**config.mk**
```make
export PLATFORM = sky130hd
export DESIGN_NAME = stride_turn_scheduler
export DESIGN_NICKNAME = d
export VERILOG_FILES = /design/src/hw/rtl/sts_pkg.sv /design/src/hw/rtl/sts_ram.sv /design/src/hw/rtl/sts_div.sv /design/src/hw/rtl/stride_turn_scheduler.sv
export SDC_FILE = /design/constraint.sdc
export NUM_CORES = 2
export LEC_CHECK = 0
export ABC_AREA = 0
export ABC_CLOCK_PERIOD_IN_PS = 10200
export BUFFER_PORTS_ARGS = -buffer_cell sky130_fd_sc_hd__buf_2
export CORE_AREA = 10 10 346 348
export DETAILED_ROUTE_END_ITERATION = 12
export DIE_AREA = 0 0 356 358
export GPL_TIMING_DRIVEN = 0
export PLACE_DENSITY_LB_ADDON = 0.15
export RECOVER_POWER = 50
export SLEW_MARGIN = 25
export SYNTH_ARGS = -nofsm -noshare
export SYNTH_HDL_FRONTEND = slang
export SYNTH_HIERARCHICAL = 1
export SYNTH_SLANG_ARGS = --single-unit
export TNS_END_PERCENT = 1
```
**constraint.sdc**
```tcl
create_clock -name clock -period 10.2 [get_ports clock]
set_clock_uncertainty 0.1 [all_clocks]
set_input_delay 0 -clock clock [delete_from_list [all_inputs] [get_ports clock]]
set_output_delay 0 -clock clock [all_outputs]
set_load 0.05 [all_outputs]
```
**src/hw/rtl/sts_pkg.sv**
```systemverilog
// Shared types, constants and helpers for the stride turn scheduler.
// Used by sts_div, stride_turn_scheduler and the testbench; depends on nothing else.
package sts_pkg;

   localparam int MAX_ENTRIES = 32;
   localparam int TIME_BITS   = 32;

   localparam int IDX_BITS   = $clog2(MAX_ENTRIES);
   localparam int CNT_BITS   = $clog2(MAX_ENTRIES + 1);
   localparam int CMD_BITS   = 2;
   localparam int ID_BITS    = 5;
   localparam int SPEED_BITS = 7;
   localparam int COUNT_BITS = 6;
   localparam int OUT_TIME_BITS = 32;
   localparam int RAM_WIDTH  = TIME_BITS + SPEED_BITS;

   localparam logic [SPEED_BITS-1:0] STRIDE_BASE = SPEED_BITS'(100);
   localparam logic [TIME_BITS-1:0]  TIME_HALF   = TIME_BITS'(1) << (TIME_BITS - 1);

   localparam logic [CMD_BITS-1:0] CMD_TURN   = 2'd0;
   localparam logic [CMD_BITS-1:0] CMD_LOAD   = 2'd1;
   localparam logic [CMD_BITS-1:0] CMD_REMOVE = 2'd2;

   typedef struct packed {
      logic                  start;
      logic [SPEED_BITS-1:0] speed;
   } div_req_type;

   typedef struct packed {
      logic                  done;
      logic [SPEED_BITS-1:0] quotient;
   } div_rsp_type;

   // Number of entries taking part, clamped to the table size.
   function automatic logic [CNT_BITS-1:0] active_count(input logic [COUNT_BITS-1:0] cnt);
      logic [CNT_BITS-1:0] res;
      if (32'(cnt) > MAX_ENTRIES) begin
         res = CNT_BITS'(MAX_ENTRIES);
      end else begin
         res = CNT_BITS'(cnt);
      end
      return res;
   endfunction

endpackage

```
**src/hw/rtl/sts_ram.sv**
```systemverilog
// Generic single-port-write, single-port-read RAM with registered read data.
// Standalone; no package dependency.
module sts_ram #(
   parameter int WIDTH = 8,
   parameter int DEPTH = 32
) (
   input  logic                     clock,
   input  logic                     wr_en,
   input  logic [$clog2(DEPTH)-1:0] wr_addr,
   input  logic [WIDTH-1:0]         wr_data,
   input  logic [$clog2(DEPTH)-1:0] rd_addr,
   output logic [WIDTH-1:0]         rd_data
);

   logic [WIDTH-1:0] mem_ff [DEPTH];
   logic [WIDTH-1:0] rd_data_ff;

   always_ff @(posedge clock) begin
      if (wr_en) begin
         mem_ff[wr_addr] <= wr_data;
      end
      rd_data_ff <= mem_ff[rd_addr];
   end

   assign rd_data = rd_data_ff;

endmodule

```
**src/hw/rtl/sts_div.sv**
```systemverilog
// Restoring divider that forms the stride, 100 divided by speed, one bit a cycle.
// Depends on sts_pkg.
module sts_div (
   input  logic                 clock,
   input  logic                 reset,
   input  sts_pkg::div_req_type req,
   output sts_pkg::div_rsp_type rsp
);

   localparam int STEP_BITS = $clog2(sts_pkg::SPEED_BITS);

   logic [sts_pkg::SPEED_BITS-1:0] rem_ff, rem_in;
   logic [sts_pkg::SPEED_BITS-1:0] quo_ff, quo_in;
   logic [sts_pkg::SPEED_BITS-1:0] dsr_ff, dsr_in;
   logic [STEP_BITS-1:0]           step_ff, step_in;
   logic                           busy_ff, busy_in;
   logic                           done_ff, done_in;
   logic [sts_pkg::SPEED_BITS:0]   trial;
   logic                           fits;

   // The quotient register first holds the dividend; its bits shift out as
   // quotient bits shift in.
   assign trial = {rem_ff, quo_ff[sts_pkg::SPEED_BITS-1]};
   assign fits  = trial >= {1'b0, dsr_ff};

   always_comb begin
      rem_in  = rem_ff;
      quo_in  = quo_ff;
      dsr_in  = dsr_ff;
      step_in = step_ff;
      busy_in = busy_ff;
      done_in = 1'b0;
      if (req.start) begin
         rem_in  = '0;
         quo_in  = sts_pkg::STRIDE_BASE;
         dsr_in  = (req.speed == '0) ? sts_pkg::SPEED_BITS'(1) : req.speed;
         step_in = '0;
         busy_in = 1'b1;
      end else if (busy_ff) begin
         if (fits) begin
            rem_in = sts_pkg::SPEED_BITS'(trial - {1'b0, dsr_ff});
         end else begin
            rem_in = trial[sts_pkg::SPEED_BITS-1:0];
         end
         quo_in  = {quo_ff[sts_pkg::SPEED_BITS-2:0], fits};
         step_in = step_ff + STEP_BITS'(1);
         if (step_ff == STEP_BITS'(sts_pkg::SPEED_BITS - 1)) begin
            busy_in = 1'b0;
            done_in = 1'b1;
         end
      end
   end

   always_ff @(posedge clock) begin
      if (reset) begin
         busy_ff <= 1'b0;
         done_ff <= 1'b0;
         step_ff <= '0;
      end else begin
         busy_ff <= busy_in;
         done_ff <= done_in;
         step_ff <= step_in;
      end
      rem_ff <= rem_in;
      quo_ff <= quo_in;
      dsr_ff <= dsr_in;
   end

   assign rsp.done     = done_ff;
   assign rsp.quotient = quo_ff;

endmodule

```
**src/hw/rtl/stride_turn_scheduler.sv**
```systemverilog
// Top level of the stride turn scheduler: command sequencer, scan compare and entry table.
// Depends on sts_pkg, sts_ram and sts_div.
//
//   channel | direction | handshake              | payload
//   req     | in        | req_tvalid/req_tready  | tuser: cmd; tdata: entry_id, speed
//   rsp     | out       | rsp_tvalid/rsp_tready  | tuser: found; tdata: chosen_id, turn_time
//   csr     | in        | csr_wen                | csr_wdata: entry_count
//
// One word is handled at a time. A load waits on the bit-serial stride divider
// (seven quotient bits, one per cycle). A turn reads the entries in use
// (entry_count, capped at 32) in order: the shared compare unit visits one entry
// a cycle through the table's registered read port. Remove, unknown commands, an
// out-of-range load and a turn with no entries in use go straight to the output
// state. Reset is synchronous and clears all live marks, the last served
// time and entry_count; the time and stride table holds no reset value.
// A finished word waits in the output register, and the next request word is
// taken while it waits; only a second result stalls on rsp_tready.
module stride_turn_scheduler (
   input  logic        clock,
   input  logic        reset,
   input  logic        req_tvalid,
   output logic        req_tready,
   input  logic [15:0] req_tdata,   // [4:0] entry_id, [11:5] speed, [15:12] zero
   input  logic [1:0]  req_tuser,   // [1:0] cmd
   output logic        rsp_tvalid,
   input  logic        rsp_tready,
   output logic [39:0] rsp_tdata,   // [4:0] chosen_id, [36:5] turn_time, [39:37] zero
   output logic [0:0]  rsp_tuser,   // [0] found
   input  logic        csr_wen,
   input  logic [5:0]  csr_wdata    // entry_count
);

   localparam int TB = sts_pkg::TIME_BITS;
   localparam int IB = sts_pkg::IDX_BITS;
   localparam int CB = sts_pkg::CNT_BITS;
   localparam int SB = sts_pkg::SPEED_BITS;

   localparam logic [2:0] S_IDLE = 3'd0;
   localparam logic [2:0] S_DIV  = 3'd1;
   localparam logic [2:0] S_SCAN = 3'd2;
   localparam logic [2:0] S_UPD  = 3'd3;
   localparam logic [2:0] S_OUT  = 3'd4;

   logic [2:0]                      state_ff, state_in;
   logic [sts_pkg::COUNT_BITS-1:0]  count_ff;
   logic [TB-1:0]                   last_ff, last_in;
   logic [sts_pkg::MAX_ENTRIES-1:0] live_ff, live_in;
   logic [IB-1:0]                   id_ff, id_in;
   logic [CB-1:0]                   issue_ff, issue_in;
   logic                            cmp_vld_ff, cmp_vld_in;
   logic [IB-1:0]                   cmp_idx_ff, cmp_idx_in;
   logic                            have_ff, have_in;
   logic [IB-1:0]                   best_idx_ff, best_idx_in;
   logic [TB-1:0]                   best_key_ff, best_key_in;
   logic [TB-1:0]                   best_time_ff, best_time_in;
   logic [SB-1:0]                   best_stride_ff, best_stride_in;
   logic [sts_pkg::ID_BITS-1:0]     res_id_ff, res_id_in;
   logic [sts_pkg::OUT_TIME_BITS-1:0] res_time_ff, res_time_in;
   logic                            res_found_ff, res_found_in;
   logic                            rsp_valid_ff, rsp_valid_in;
   logic [39:0]                     rsp_data_ff, rsp_data_in;
   logic                            rsp_user_ff, rsp_user_in;

   logic [sts_pkg::CMD_BITS-1:0]    in_cmd;
   logic [sts_pkg::ID_BITS-1:0]     in_id;
   logic [SB-1:0]                   in_speed;
   logic [CB-1:0]                   active;
   logic                            accept;
   logic                            id_ok;

   logic                            ram_we;
   logic [IB-1:0]                   ram_waddr;
   logic [sts_pkg::RAM_WIDTH-1:0]   ram_wdata;
   logic [IB-1:0]                   ram_raddr;
   logic [sts_pkg::RAM_WIDTH-1:0]   ram_rdata;
   logic [TB-1:0]                   rd_time;
   logic [SB-1:0]                   rd_stride;
   logic [TB-1:0]                   cur_key;

   sts_pkg::div_req_type div_req;
   sts_pkg::div_rsp_type div_rsp;

   assign in_cmd   = req_tuser[1:0];
   assign in_id    = req_tdata[4:0];
   assign in_speed = req_tdata[11:5];
   assign active   = sts_pkg::active_count(count_ff);
   assign accept   = req_tvalid && req_tready;
   assign id_ok    = 32'(in_id) < 32'(active);

   assign req_tready = (state_ff == S_IDLE);
   assign rsp_tvalid = rsp_valid_ff;
   assign rsp_tdata  = rsp_data_ff;
   assign rsp_tuser  = rsp_user_ff;

   // Each table word holds an entry's stride above its next turn time.
   assign rd_time   = ram_rdata[TB-1:0];
   assign rd_stride = ram_rdata[sts_pkg::RAM_WIDTH-1:TB];

   // Wrap-safe order key: the signed distance from the last served time,
   // biased to unsigned by flipping its top bit.
   assign cur_key = (rd_time - last_ff) ^ sts_pkg::TIME_HALF;

   sts_ram #(
      .WIDTH(sts_pkg::RAM_WIDTH),
      .DEPTH(sts_pkg::MAX_ENTRIES)
   ) u_table (
      .clock   (clock),
      .wr_en   (ram_we),
      .wr_addr (ram_waddr),
      .wr_data (ram_wdata),
      .rd_addr (ram_raddr),
      .rd_data (ram_rdata)
   );

   sts_div u_div (
      .clock (clock),
      .reset (reset),
      .req   (div_req),
      .rsp   (div_rsp)
   );

   always_comb begin
      state_in       = state_ff;
      last_in        = last_ff;
      live_in        = live_ff;
      id_in          = id_ff;
      issue_in       = issue_ff;
      cmp_vld_in     = cmp_vld_ff;
      cmp_idx_in     = cmp_idx_ff;
      have_in        = have_ff;
      best_idx_in    = best_idx_ff;
      best_key_in    = best_key_ff;
      best_time_in   = best_time_ff;
      best_stride_in = best_stride_ff;
      res_id_in      = res_id_ff;
      res_time_in    = res_time_ff;
      res_found_in   = res_found_ff;
      rsp_valid_in   = rsp_valid_ff;
      rsp_data_in    = rsp_data_ff;
      rsp_user_in    = rsp_user_ff;
      div_req.start  = 1'b0;
      div_req.speed  = in_speed;
      ram_we         = 1'b0;
      ram_waddr      = best_idx_ff;
      ram_wdata      = {best_stride_ff, best_time_ff + TB'(best_stride_ff)};
      ram_raddr      = issue_ff[IB-1:0];

      if (rsp_valid_ff && rsp_tready) begin
         rsp_valid_in = 1'b0;
      end

      unique case (state_ff)
         S_IDLE: begin
            if (accept) begin
               res_id_in    = '0;
               res_time_in  = '0;
               res_found_in = 1'b0;
               id_in        = IB'(in_id);
               cmp_vld_in   = 1'b0;
               state_in     = S_OUT;
               unique case (in_cmd)
                  sts_pkg::CMD_LOAD: begin
                     if (id_ok) begin
                        div_req.start = 1'b1;
                        state_in      = S_DIV;
                     end
                  end
                  sts_pkg::CMD_REMOVE: begin
                     if (id_ok) begin
                        live_in[IB'(in_id)] = 1'b0;
                     end
                  end
                  sts_pkg::CMD_TURN: begin
                     if (active != '0) begin
                        issue_in = '0;
                        have_in  = 1'b0;
                        state_in = S_SCAN;
                     end
                  end
                  default: begin
                  end
               endcase
            end
         end
         S_DIV: begin
            if (div_rsp.done) begin
               ram_we         = 1'b1;
               ram_waddr      = id_ff;
               ram_wdata      = {div_rsp.quotient, TB'(div_rsp.quotient)};
               live_in[id_ff] = 1'b1;
               state_in       = S_OUT;
            end
         end
         S_SCAN: begin
            // Issue one table read a cycle; compare its data in the cycle after.
            if (issue_ff < active) begin
               cmp_vld_in = 1'b1;
               cmp_idx_in = issue_ff[IB-1:0];
               issue_in   = issue_ff + CB'(1);
            end else begin
               cmp_vld_in = 1'b0;
            end
            if (cmp_vld_ff && live_ff[cmp_idx_ff] && (!have_ff || cur_key < best_key_ff)) begin
               have_in        = 1'b1;
               best_idx_in    = cmp_idx_ff;
               best_key_in    = cur_key;
               best_time_in   = rd_time;
               best_stride_in = rd_stride;
            end
            if (issue_ff == active && !cmp_vld_ff) begin
               state_in = S_UPD;
            end
         end
         S_UPD: begin
            if (have_ff) begin
               ram_we       = 1'b1;
               last_in      = best_time_ff;
               res_found_in = 1'b1;
               res_id_in    = sts_pkg::ID_BITS'(best_idx_ff);
               res_time_in  = sts_pkg::OUT_TIME_BITS'(best_time_ff);
            end
            state_in = S_OUT;
         end
         S_OUT: begin
            if (!rsp_valid_ff || rsp_tready) begin
               rsp_valid_in = 1'b1;
               rsp_data_in  = {3'b000, res_time_ff, res_id_ff};
               rsp_user_in  = res_found_ff;
               state_in     = S_IDLE;
            end
         end
         default: begin
            state_in = S_IDLE;
         end
      endcase
   end

   always_ff @(posedge clock) begin
      if (reset) begin
         state_ff     <= S_IDLE;
         count_ff     <= '0;
         last_ff      <= '0;
         live_ff      <= '0;
         cmp_vld_ff   <= 1'b0;
         have_ff      <= 1'b0;
         rsp_valid_ff <= 1'b0;
      end else begin
         state_ff     <= state_in;
         last_ff      <= last_in;
         live_ff      <= live_in;
         cmp_vld_ff   <= cmp_vld_in;
         have_ff      <= have_in;
         rsp_valid_ff <= rsp_valid_in;
         if (csr_wen) begin
            count_ff <= csr_wdata;
         end
      end
      id_ff          <= id_in;
      issue_ff       <= issue_in;
      cmp_idx_ff     <= cmp_idx_in;
      best_idx_ff    <= best_idx_in;
      best_key_ff    <= best_key_in;
      best_time_ff   <= best_time_in;
      best_stride_ff <= best_stride_in;
      res_id_ff      <= res_id_in;
      res_time_ff    <= res_time_in;
      res_found_ff   <= res_found_in;
      rsp_data_ff    <= rsp_data_in;
      rsp_user_ff    <= rsp_user_in;
   end

`ifndef SYNTHESIS
   // A request word is never followed by another in the next cycle.
   a_one_at_a_time: assert property (@(posedge clock) disable iff (reset)
      (req_tvalid && req_tready) |=> !req_tready)
      else $error("request taken on two consecutive cycles");

   // The divider only reports a stride while a load is waiting for it.
   a_div_done_in_load: assert property (@(posedge clock) disable iff (reset)
      div_rsp.done |-> (state_ff == S_DIV))
      else $error("stride divider finished outside a load");

   // The winner of a scan is always a live entry.
   a_winner_live: assert property (@(posedge clock) disable iff (reset)
      ((state_ff == S_UPD) && have_ff) |-> live_ff[best_idx_ff])
      else $error("scan selected an entry that is not live");
`endif

endmodule

```
==> impl_results.md <==
* Status: complete, but fails checks
* Failing checks: max-capacitance violations, max-slew violations
* Critical Path RT at 10.56 ns
* RSZ-0062 raised after global routing: no
* CTS Buf Count at between 150 and 200
* CTS tree: done
* P_sw at 3.07 mW
* Crit path launch type: flop
* Final Critical Period at between 5 and 6 ns
* Worst Tran Pin Value at about 3.3 ns
* Initial antenna violation count at 4
* WS Path Type: flop to flop
* Mean area per synthesized cell at ~15 um2
* Worst hold slack at 0.0846 ns
* Clock tree buffer depth at 3
* Met3 wire len at around 14 mm
* Vias/cell at ~6
* Endpoint class of the critical path: flop
* Die Width at ~360 um
* Pre-antenna DRT Iters at 6
* Global-route usage over all layers at 25.0%
* FILL cells at about 7900
* Predominant post-synthesis flop cell: edfxtp_1
* Routed length per instance at 26.5 um
* Nets at roughly 4600
* Sequential power share at between 50% and 60%
* Final Max Tran Viols at between 400 and 500
* End of the critical path: best_idx_ff[3]$_DFFE_PP_
* Leak pwr at between 20 and 30 nW
* Max_cap viols at 16
* Layout cells sized above 1 at between 10% and 20%
* Clock share of power at 41.1%
* PD cells at about 190 nW/um2
* Hold WC Path Type: primary input to flop
* Slew headroom at -124%
* WL final at approximately 160 mm
* Max FO, Critical Path at 14
* Total die area at around 130000 um2
* Area Growth Syn to Fin at 15.2%
* CP Data Arrival Time at around 6.2 ns
* Worst-skew pair later-pin latency at roughly 0.77 ns
* Clk root buf: clkbuf_16
* Hold-critical path depth at 4
* Resized cells post-CTS at 0
* Period utilisation layout at 57.0%
* Reg area at between 40000 and 50000 um2
* DR vias at between 30000 and 40000
* Setup TNS Final at 0 ns
* FMAX at approximately 170 MHz
* Grt ovf at 0
* Core Rows at 123
* Post-DRT Antenna Nets at 0
* H-tree Lvls at 4
* Reg2reg end: best_idx_ff[3]$_DFFE_PP_
* Finish-stage setup viols at 0
* Multi-input combinational cell area at 16700 um2
* Unique masters post-synth at 83
* Wire length on met1 at about 63 mm
* Input/output buffers at 63
* Final Hold Vio Count at 0
* FF-to-FF setup slack at between 4 and 5 ns
* Asr flop ratio synth at 0%
* Core area at 112000 um2
* Number of enable flip-flop cells after synthesis at about 1400
* Overall power at 13.6 mW
* Worst-path clk slew at around 0.060 ns
* Max VDD drop at between 0.00015 and 0.0002 V
* Largest net degree at the start of global routing at 34
* Post-synthesis register bit count at roughly 1600
* P_int at between 10 and 15 mW
* Io pins at approximately 70
* Die height at 358 um
* Post-DP HPWL at 113 mm
* Synthesis Warnings at 6
* Synth Instances at 4112
* TritonCTS Sinks at about 1600
* Register area share after synthesis at a little under three quarters
* RR Startpoint: last_ff[17]$_SDFFE_PP0P_
* Net Sw Frac at around 23%
* First-pass GRT wire length at 236 mm
* Top Metal Used: met4
* Initial drt markers at 3628
* GPL Wtd Cong at approximately 0.87
* Logic pwr share at 7.3%
* Met2 WL at approximately 80 mm
* Starting Density at a little under three fifths
* Residual DRC at 0
* ANT cells at 0
* R2R cell count at 19
* Vias in the first global route at 36700
* CP startpoint: last_ff[17]$_SDFFE_PP0P_
* Netlist Area Pre-Place at 63600 um2
[cell type report]
type | instances | share of cell area [%]
sequential | 1557 | 61.9
multi-input combinational | 2230 | 22.8
clock buffer | 198 | 5.81
timing repair buffer | 210 | 3.44
tap | 1500 | 2.56
buffer | 226 | 1.93
clock inverter | 86 | 1.03
inverter | 101 | 0.517
[synthesized netlist by cell type, types with 16 or more instances]
master	n	area [um2]
edfxtp_1	1423	42700
mux2i_1	639	6400
nand2_1	272	1020
a21oi_1	246	1230
nand3_1	141	706
dfxtp_1	134	2680
nor2_1	125	469
a22oi_1	118	886
inv_1	100	375
ha_1	89	1110
clkbuf_1	80	300
a22o_1	78	683
nor3_1	57	285
buf_2	56	280
a31oi_1	46	288
and2_1	41	257
buf_4	34	255
o21ai_0	33	165
xor2_1	33	289
a311oi_1	27	236
nand4_1	26	163
xnor2_1	25	219
a21o_1	24	180
buf_6	24	270
a211oi_1	23	173
and3_1	16	100
nor2b_1	16	100
[cell families after synthesis]
family,after synthesis,synth area share [%]
flops,1557,71.4
compound gates,664,6.96
other cells,1,0.00589
simple gates,762,5.73
mux,651,10.4
buf+inv,327,2.85
xor+xnor,58,0.798
fa+ha+maj,92,1.84
[sequential cells by signal, indices dropped and copies added (netlist names), 3 cells and up]
register,count
best_key_ff,32
u_div/dsr_ff,7
u_div/step_ff,3
best_time_ff,32
u_div/quo_ff,7
u_div/rem_ff,7
u_table/mem_ff,1248
live_ff,32
id_ff,5
issue_ff,6
res_id_ff,5
state_ff,3
u_table/rd_data,39
best_stride_ff,7
res_time_ff,32
cmp_idx_ff,5
best_idx_ff,5
last_ff,32
count_ff,6
rsp_tdata,37
[power groups by stage]
stage,Combinational (mW),Sequential (mW),Clock (mW)
2_1_floorplan,0.661,7.16,0
3_3_place_gp,0.942,7.16,0
3_5_place_dp,0.963,7.16,0
4_1_cts,0.987,7.03,5.66
5_1_grt,1.07,7.03,5.90
6_report,0.988,7.03,5.59
[layout by cell type (no fill, tap or decap), types with 26 or more instances in the layout]
master            n
edfxtp_1       1423
mux2i_1         639
nand2_1         272
a21oi_1         247
clkbuf_1        200
clkbuf_16       163
nand3_1         141
dfxtp_1         134
a22oi_1         118
inv_1           100
ha_1             89
nor2_1           87
a22o_1           78
nor3_1           57
buf_2            57
dlygate4sd3_1    53
a31oi_1          47
buf_16           39
nor2_4           38
o21ai_0          34
clkinv_1         34
xor2_1           33
buf_4            33
buf_12           30
buf_6            29
a311oi_1         27
nand4_1          26
[how the worst min path moves through the flow]
stage,startpoint,to
6_report,rsp_tready,rsp_tvalid$_SDFF_PP0_
5_1_grt,rsp_tready,rsp_tvalid$_SDFF_PP0_
4_1_cts,rsp_tready,rsp_tvalid$_SDFF_PP0_
3_5_place_dp,csr_wdata[3],count_ff[3]$_SDFFE_PP0P_
3_3_place_gp,csr_wdata[5],count_ff[5]$_SDFFE_PP0P_
2_1_floorplan,reset,u_div/busy_ff$_SDFF_PP0_
[routing by layer]
metal	vias up	global-route usage, %
met5	-	0
met4	0	7.56
met3	273	5.21
met2	1460	42.9
met1	18700	32.0
li1	16600	-
[per-stage QoR]
stage / util [%] / setup slack, ns / cells / area (um2)
detailed placement: 60.8 / 4.42 / 5771 / 68300
CTS: 65.8 / 4.41 / 6108 / 73900
global route: 65.3 / 4.11 / 6108 / 73300
floorplan: - / 0.644 / 4114 / 63600
global placement: 58.6 / -3.53 / 5677 / 65800
finish: 65.3 / 4.39 / 6108 / 73300
[critical path, stage by stage (launching register included)]
cell,delay [ns]
dfxtp_1,0.33
inv_1,0.05
ha_1,0.28
clkbuf_1,0.21
a21oi_1,0.41
o211ai_1,0.22
a31o_2,0.32
a2111oi_0,0.87
nand3b_1,0.29
nand3_1,0.10
o311ai_0,0.17
ha_1,0.37
nand2_1,0.08
nor2_1,0.03
a2111oi_0,0.36
o21ai_0,0.28
a211oi_4,0.43
buf_8,0.22
buf_6,0.20
buf_6,0.21
[repair_timing]
| action | CTS | global route |
|---|---|---|
| hold buffers | 53 | 0 |
| hold endpoints to repair | 91 | 0 |
| buffers inserted | 0 | 0 |
Note: power is estimated with default switching activity, not from simulation.
